### config.mk
export PLATFORM = sky130hd
export DESIGN_NAME = dynamic_loss_scale_controller_unit
export DESIGN_NICKNAME = d
export VERILOG_FILES = /design/src/hw/rtl/dlsc_pkg.sv /design/src/hw/rtl/dlsc_fmul.sv /design/src/hw/rtl/dynamic_loss_scale_controller_unit.sv
export SDC_FILE = /design/constraint.sdc
export NUM_CORES = 2
export LEC_CHECK = 0
export BUFFER_PORTS_ARGS = -buffer_cell sky130_fd_sc_hd__buf_2
export CAP_MARGIN = 20
export CORE_MARGIN = 3
export CORE_UTILIZATION = 59
export DETAILED_ROUTE_END_ITERATION = 7
export GPL_ROUTABILITY_DRIVEN = 0
export HOLD_SLACK_MARGIN = 0.08
export PLACE_DENSITY = 0.8
export SETUP_SLACK_MARGIN = 0.15
export SLEW_MARGIN = 5
export SYNTH_ARGS = -nofsm -noshare
export SYNTH_HDL_FRONTEND = slang
export SYNTH_HIERARCHICAL = 1
export SYNTH_SLANG_ARGS = --single-unit
export TNS_END_PERCENT = 1
### constraint.sdc
create_clock -name clk_i -period 7.3 [get_ports clk_i]
set_input_delay 1.825 -clock clk_i [delete_from_list [all_inputs] [get_ports clk_i]]
set_output_delay 1.825 -clock clk_i [all_outputs]
set_load 0.1 [all_outputs]
### src/hw/rtl/dlsc_pkg.sv
package dlsc_pkg;

  localparam logic [31:0] CanonNan = 32'h7FC0_0000;
  localparam logic [31:0] OneBits  = 32'h3F80_0000;

  localparam logic [31:0] InitScaleReset = 32'h4780_0000;
  localparam logic [31:0] GrowthReset    = 32'h4000_0000;
  localparam logic [31:0] BackoffReset   = 32'h3F00_0000;
  localparam logic [15:0] IntervalReset  = 16'd2000;

  localparam int unsigned AddrW = 4;

  typedef enum logic [1:0] {
    RegInitScale = 2'd0,
    RegGrowth    = 2'd1,
    RegBackoff   = 2'd2,
    RegInterval  = 2'd3
  } dlsc_reg_e;

  function automatic logic is_nan(input logic [31:0] w);
    return (w[30:23] == 8'hFF) && (w[22:0] != 23'd0);
  endfunction

endpackage

### src/hw/rtl/dlsc_fmul.sv
// Two-stage float32 multiplier, round to nearest even, subnormals kept.
// Operands are registered, then their product; p_o is rounded combinationally.
module dlsc_fmul (
  input  logic        clk_i,
  input  logic [31:0] a_i,
  input  logic [31:0] b_i,
  output logic [31:0] p_o
);

  function automatic logic [4:0] lzc24(input logic [23:0] m);
    logic [4:0] n;
    n = 5'd24;
    for (int i = 0; i < 24; i++) begin
      if (m[i]) n = 5'(23 - i);
    end
    return n;
  endfunction

  logic [23:0] ma_raw, mb_raw, ma_d, mb_d;
  logic [4:0]  na, nb;
  logic signed [10:0] ea, eb, esum_d;
  logic a_nan, b_nan, a_inf, b_inf, a_zero, b_zero;
  logic nan_d, inf_d, zero_d, sign_d;

  always_comb begin
    a_nan  = dlsc_pkg::is_nan(a_i);
    b_nan  = dlsc_pkg::is_nan(b_i);
    a_inf  = (a_i[30:23] == 8'hFF) && (a_i[22:0] == 23'd0);
    b_inf  = (b_i[30:23] == 8'hFF) && (b_i[22:0] == 23'd0);
    a_zero = (a_i[30:0] == 31'd0);
    b_zero = (b_i[30:0] == 31'd0);
    nan_d  = a_nan || b_nan || (a_inf && b_zero) || (b_inf && a_zero);
    inf_d  = a_inf || b_inf;
    zero_d = a_zero || b_zero;
    sign_d = a_i[31] ^ b_i[31];
    ma_raw = {a_i[30:23] != 8'd0, a_i[22:0]};
    mb_raw = {b_i[30:23] != 8'd0, b_i[22:0]};
    na     = zero_d ? 5'd0 : lzc24(ma_raw);
    nb     = zero_d ? 5'd0 : lzc24(mb_raw);
    ma_d   = ma_raw << na;
    mb_d   = mb_raw << nb;
    // subnormals act as exponent one before normalising
    ea = (a_i[30:23] == 8'd0) ? 11'sd1 : $signed({3'd0, a_i[30:23]});
    eb = (b_i[30:23] == 8'd0) ? 11'sd1 : $signed({3'd0, b_i[30:23]});
    esum_d = ea - $signed({6'd0, na}) + eb - $signed({6'd0, nb}) - 11'sd127;
  end

  logic [23:0] ma_q, mb_q;
  logic signed [10:0] esum_q, esum2_q;
  logic nan_q, inf_q, zero_q, sign_q;
  logic nan2_q, inf2_q, zero2_q, sign2_q;
  logic [47:0] prod_q;

  always_ff @(posedge clk_i) begin
    ma_q    <= ma_d;
    mb_q    <= mb_d;
    esum_q  <= esum_d;
    nan_q   <= nan_d;
    inf_q   <= inf_d;
    zero_q  <= zero_d;
    sign_q  <= sign_d;
    prod_q  <= ma_q * mb_q;
    esum2_q <= esum_q;
    nan2_q  <= nan_q;
    inf2_q  <= inf_q;
    zero2_q <= zero_q;
    sign2_q <= sign_q;
  end

  logic [47:0] sig, shifted;
  logic signed [10:0] e1, sh;
  logic [5:0]  sh6;
  logic [7:0]  efield;
  logic [23:0] mant;
  logic        g, st, inc, ovf;
  logic [30:0] rnd_word;

  always_comb begin
    if (prod_q[47]) begin
      sig = prod_q;
      e1  = esum2_q + 11'sd1;
    end else begin
      sig = {prod_q[46:0], 1'b0};
      e1  = esum2_q;
    end
    sh      = 11'sd1 - e1;
    sh6     = (sh > 11'sd47) ? 6'd48 : sh[5:0];
    shifted = sig;
    efield  = e1[7:0];
    ovf     = (e1 >= 11'sd255);
    st      = 1'b0;
    if (e1 < 11'sd1) begin
      // gradual underflow: shift into the subnormal range, collect sticky
      shifted = sig >> sh6;
      st      = |(sig & ~({48{1'b1}} << sh6));
      efield  = 8'd0;
    end
    mant     = shifted[47:24];
    g        = shifted[23];
    st       = st | (|shifted[22:0]);
    inc      = g & (st | mant[0]);
    rnd_word = {efield, mant[22:0]} + {30'd0, inc};

    if (nan2_q) begin
      p_o = dlsc_pkg::CanonNan;
    end else if (inf2_q || (!zero2_q && ovf)) begin
      p_o = {sign2_q, 8'hFF, 23'd0};
    end else if (zero2_q) begin
      p_o = {sign2_q, 31'd0};
    end else begin
      p_o = {sign2_q, rnd_word};
    end
  end

endmodule

### src/hw/rtl/dynamic_loss_scale_controller_unit.sv
// Dynamic loss-scale controller.
// Input channel: one float32 gradient word per accepted transfer, with
// last_of_step_i marking the final word of a training step. Non-last words
// are taken every cycle; they only update the non-finite flag.
// Output channel: one word per step (skip flag, new scale, good-step count),
// held in an output register until taken.
// The result goes from the last word through the update pipe and the float32
// multiplier, which has two internal register stages, into the output register.
// Throughput: one word per cycle. A last word is held off while the previous
// step's update is still in the multiplier or its result waits unread, so one
// step's update is complete before the next step's update starts.
// Receiver stalls never block non-last words.
// APB port: registers initial scale (0x0), growth (0x4), backoff (0x8) and
// interval (0xC); writing the initial scale also loads the live scale.
// Reset loads the default registers, the scale 65536.0, a zero count and an
// empty output register.
module dynamic_loss_scale_controller_unit (
  input  logic                           clk_i,
  input  logic                           rst_ni,
  input  logic                           psel,
  input  logic                           penable,
  input  logic                           pwrite,
  input  logic [dlsc_pkg::AddrW-1:0]     paddr,
  input  logic [31:0]                    pwdata,
  output logic [31:0]                    prdata,
  output logic                           pready,
  input  logic                           in_valid_i,
  output logic                           in_ready_o,
  input  logic [31:0]                    gradient_word_i,
  input  logic                           last_of_step_i,
  output logic                           out_valid_o,
  input  logic                           out_ready_i,
  output logic                           skip_step_o,
  output logic [31:0]                    new_scale_bits_o,
  output logic [15:0]                    good_steps_o
);

  logic [31:0] init_q, growth_q, backoff_q, scale_q;
  logic [15:0] interval_q, cnt_q;
  logic        seen_q, skip_q;
  logic [2:0]  upd_q;
  logic        out_v_q;
  logic        busy, in_acc, cfg_wr;
  dlsc_pkg::dlsc_reg_e cfg_idx;

  assign pready  = 1'b1;
  assign cfg_wr  = psel && penable && pwrite;
  assign cfg_idx = dlsc_pkg::dlsc_reg_e'(paddr[3:2]);

  always_comb begin
    unique case (cfg_idx)
      dlsc_pkg::RegInitScale: prdata = init_q;
      dlsc_pkg::RegGrowth:    prdata = growth_q;
      dlsc_pkg::RegBackoff:   prdata = backoff_q;
      dlsc_pkg::RegInterval:  prdata = {16'd0, interval_q};
      default:                prdata = 32'd0;
    endcase
  end

  assign busy       = |upd_q;
  assign in_ready_o = !last_of_step_i || (!busy && (!out_v_q || out_ready_i));
  assign in_acc     = in_valid_i && in_ready_o;

  // operand selection for the cycle after a last word
  logic [31:0] scale_c, mul_b;
  logic [15:0] cnt_inc, cnt_d;
  logic        grow;
  logic [31:0] prod;

  always_comb begin
    scale_c = dlsc_pkg::is_nan(scale_q) ? dlsc_pkg::CanonNan : scale_q;
    mul_b   = skip_q ? backoff_q : growth_q;
    cnt_inc = cnt_q + 16'd1;
    grow    = (cnt_inc >= interval_q);
    cnt_d   = (skip_q || grow) ? 16'd0 : cnt_inc;
  end

  dlsc_fmul u_fmul (
    .clk_i (clk_i),
    .a_i   (scale_c),
    .b_i   (mul_b),
    .p_o   (prod)
  );

  logic [31:0] side_scale_q;
  logic [15:0] side_cnt_q;
  logic        side_mul_q, side_skip_q;
  logic [31:0] res;
  logic        less1;

  always_comb begin
    res   = side_mul_q ? prod : side_scale_q;
    less1 = res[31] ? 1'b1 : (res[30:0] < dlsc_pkg::OneBits[30:0]);
    // clamp after backoff; a NaN scale stays NaN
    if (side_skip_q && !dlsc_pkg::is_nan(res) && less1) res = dlsc_pkg::OneBits;
  end

  always_ff @(posedge clk_i) begin
    if (upd_q[0]) begin
      side_scale_q <= scale_c;
      side_cnt_q   <= cnt_d;
      side_mul_q   <= skip_q || grow;
      side_skip_q  <= skip_q;
    end
    if (upd_q[2]) begin
      skip_step_o      <= side_skip_q;
      new_scale_bits_o <= res;
      good_steps_o     <= side_cnt_q;
    end
  end

  always_ff @(posedge clk_i or negedge rst_ni) begin
    if (!rst_ni) begin
      init_q     <= dlsc_pkg::InitScaleReset;
      growth_q   <= dlsc_pkg::GrowthReset;
      backoff_q  <= dlsc_pkg::BackoffReset;
      interval_q <= dlsc_pkg::IntervalReset;
      scale_q    <= dlsc_pkg::InitScaleReset;
      cnt_q      <= 16'd0;
      seen_q     <= 1'b0;
      skip_q     <= 1'b0;
      upd_q      <= 3'd0;
      out_v_q    <= 1'b0;
    end else begin
      if (cfg_wr) begin
        unique case (cfg_idx)
          dlsc_pkg::RegInitScale: begin
            init_q  <= pwdata;
            scale_q <= pwdata;
          end
          dlsc_pkg::RegGrowth:   growth_q   <= pwdata;
          dlsc_pkg::RegBackoff:  backoff_q  <= pwdata;
          dlsc_pkg::RegInterval: interval_q <= pwdata[15:0];
          default: ;
        endcase
      end
      upd_q <= {upd_q[1:0], in_acc && last_of_step_i};
      if (in_acc) begin
        if (last_of_step_i) begin
          skip_q <= seen_q || (gradient_word_i[30:23] == 8'hFF);
          seen_q <= 1'b0;
        end else begin
          seen_q <= seen_q || (gradient_word_i[30:23] == 8'hFF);
        end
      end
      if (upd_q[2]) begin
        scale_q <= res;
        cnt_q   <= side_cnt_q;
        out_v_q <= 1'b1;
      end else if (out_ready_i) begin
        out_v_q <= 1'b0;
      end
    end
  end

  assign out_valid_o = out_v_q;

  a_one_update: assert property (@(posedge clk_i) disable iff (!rst_ni)
    $onehot0(upd_q))
    else $error("more than one scale update in flight");

  a_no_last_when_busy: assert property (@(posedge clk_i) disable iff (!rst_ni)
    (in_valid_i && in_ready_o && last_of_step_i) |-> !busy)
    else $error("last word accepted during an update");

  a_result_source: assert property (@(posedge clk_i) disable iff (!rst_ni)
    $rose(out_v_q) |-> $past(upd_q[2]))
    else $error("result raised without an update");

  a_no_overwrite: assert property (@(posedge clk_i) disable iff (!rst_ni)
    upd_q[2] |-> (!out_v_q || out_ready_i))
    else $error("pending result overwritten");

endmodule
==> results.yml <==
clocking:
  clockBufferDepth: 3
  clkSlewWorstSetupHoldPaths_ps: 70
  cts_tree: "yes"
  clock_sinks: 391
  cts_buffers: 41
  cts_root_buf: "clkbuf_16"
  cts_max_level: 2
  worstSkewPairLatency_ps: 610
layout:
  drive_above_1_share_pct: 18.5
  regArea_mm2: 0.00976
  finalNetCount: 5703
  area.growth.synth_to_final_pct: 13.6
  multi_input_area_mm2: 0.0302
  diodes: 0
  fill_cells: 5121
  stdcell_count: 5893
sta:
  maxSlewViolCount: 0
  hold_viol: 0
  finalCritPeriodShare_pct: 99.8
  setup_viol_count_final: 0
  max_freq_mhz: 137
  finalCriticalPeriod_ps: 7290
  timing.slew.headroom_pct: 21.0
  skew_ps: 29.9
  holdWs_ps: 323
  worst_slew_pin_slew_ps: 1150
  rsz0062_at_grt: "yes"
worst_setup_path:
  end_kind: "flop"
  cp-start-kind: "flop"
  slowest_stage: "nor4_2"
  max_stage_delay_ps: 420
  crit_type: "flop to flop"
  cpMostUsedCell: "buf_4"
  crit_required_ps: 7670
  cp.arrival_ps: 7660
  cp_max_fo: 17
grt:
  grt_max_degree: 95
  antenna_found_initial: 6
  grt_usage_pct: 33.9
  first_global_vias: 37600
  grt_pass1_wl_um: 202000
  grt-ovfl-total: 0
synthesis:
  synth_cell_types: 97
  synth.yosys.seq_area_share_pct: 22.7
  netlist_area_mm2: 0.0426
  synthTopCellsByCount: "733 x nand2_1, 567 x inv_1, 488 x fa_1, 238 x and2_1, 232 x nor2_1"
  ys_ff_latch: 391
  ys_async_sr_fraction_pct: 42.5
  synth_fp_nets: 5483
  postSynthCellCount: 4701
  synth_edf_count: 99
  syn_area_per_cell_um2: 9.07
  synth_area_leaders: "fa_1 23%, dfrtp_1 8.4%, edfxtp_1 7.0%"
  ys.flop_type: "dfrtp_1"
  yosysWarnings: 6
  synth_top_area_cell: "fa_1"
  synth_top_area_share_pct: 22.9
  synth_most_common_cell: "nand2_1"
floorplan:
  die_w_um: 275
  initial_core_util_pct: 60.2
  row_count: 97
  core_area_mm2: 0.0708
  dieArea_mm2: 0.0755
  io_pins: 160
  die_h_um: 275
detailed_routing:
  drc: 83
  drt_wl_total_um: 130000
  drt_iter0_drc: 5121
  viasPerCell: 6.36
  drt-pass1-iter-count: 8
  vias: 37500
  antenna_left: 0
  avgRoutedWirePerCell_um: 22.0
flow_run:
  drv_cap: 0
placed_design:
  port_buffers: 132
  place_inst: 5782
  dp_hpwl_um: 95300
run_status:
  violations: "DRC"
  status: "finished with violations"
hold_path:
  hold_class: "flop to flop"
worst max-delay path: cells and delay by family, from the launching register on:
| kind | cells | cell delay (ps) |
|---|---|---|
| AOI/OAI and AO/OA | 11 | 2570 |
| and+or+nand+nor | 7 | 1810 |
| buffers and inverters | 6 | 1150 |
| adders and majority gates | 2 | 670 |
| muxes | 1 | 350 |
| DFF | 1 | 330 |
| xor gates and xnor gates | 1 | 170 |
routing by layer:
metal  track usage (%)  part of all wire [%]
met5             0.449                 0.055
met4              16.0                   6.1
met3              8.49                    11
met2              54.1                    46
met1              43.6                    36
timing repair:
action / CTS / global route
resized for setup: 54 / 137
buffers inserted: 6 / 24
cloned: 0 / 3
setup endpoints to repair: 47 / 83
pin swaps: 25 / 69
hold buffers: 0 / 0
sequential cells by signal (all words and copies together), names as in the netlist, 3 cells and up:
signal	flops
backoff_q	32
cnt_q	16
good_steps_o	16
growth_q	32
init_q	32
interval_q	16
new_scale_bits_o	32
scale_q	32
side_cnt_q	16
side_scale_q	32
u_fmul/esum2_q	11
u_fmul/esum_q	11
u_fmul/ma_q	24
u_fmul/mb_q	24
u_fmul/prod_q	48
upd_q	3
per-stage QoR:
step	worst slack [ps]	area (µm²)	TNS [ps]	utilization (%)
finish	13.6	48400	0	68.4
global route	-184	48400	-4750	68.4
CTS	109	47600	0	67.3
detailed placement	-354	46000	-1500	65.0
global placement	-251	46000	-597	65.0
floorplan	78.0	42700	0	-
cell families after synthesis:
logic type | share of synthesized area, %
AND/OR/NAND/NOR | 17.6
AO/OA/AOI/OAI | 10.6
flip-flops | 22.7
other | 0.00880
adder cells (fa/ha/maj) | 29.3
multiplexers | 9.78
XOR/XNOR | 2.34
buffers and inverters | 7.62
cell type report:
class / instances / area share [%]
Tap cell: 940 / 2.43
Clock inverter: 27 / 0.693
Multi-Input combinational cell: 3464 / 62.4
Timing Repair Buffer: 452 / 7.61
Sequential cell: 391 / 20.2
Clock buffer: 48 / 2.24
Inverter: 571 / 4.43
placed cells by master (no fill, tap or decap), types with 69 or more instances in the layout:
master / synthesis / final
o21ai_0: 133 / 126
and2_1: 238 / 236
xnor2_1: 76 / 69
buf_2: 32 / 131
dfrtp_1: 143 / 140
fa_1: 488 / 478
nor2_1: 232 / 218
mux2_2: 177 / 177
nor3_1: 92 / 91
nand2_1: 733 / 719
ha_1: 218 / 212
a21oi_1: 168 / 152
mux2i_1: 179 / 178
buf_4: 7 / 258
dfxtp_1: 126 / 93
inv_1: 567 / 558
edfxtp_1: 99 / 99
path summary, 6_finish.rpt:
kind	endpoint	slack [ps]	from	cells past startpoint
hold / removal	u_fmul/esum2_q[7]$_DFF_P_	320	u_fmul/esum_q[7]$_DFF_P_	0
setup reg to reg	new_scale_bits_o[18]$_DFFE_PP_	10	u_fmul/esum2_q[0]$_DFF_P_	28
setup / recovery	new_scale_bits_o[18]$_DFFE_PP_	10	u_fmul/esum2_q[0]$_DFF_P_	28
max in group asynchronous	upd_q[2]$_DFF_PN0_	4510	rst_ni	2
hold reg to reg	u_fmul/esum2_q[7]$_DFF_P_	320	u_fmul/esum_q[7]$_DFF_P_	0
min in group asynchronous	cnt_q[0]$_DFFE_PN0P_	1280	rst_ni	1
Power is left out: the tool's default activity adds up to more than one toggle a clock period on the data nets, which glitch-free logic cannot reach.
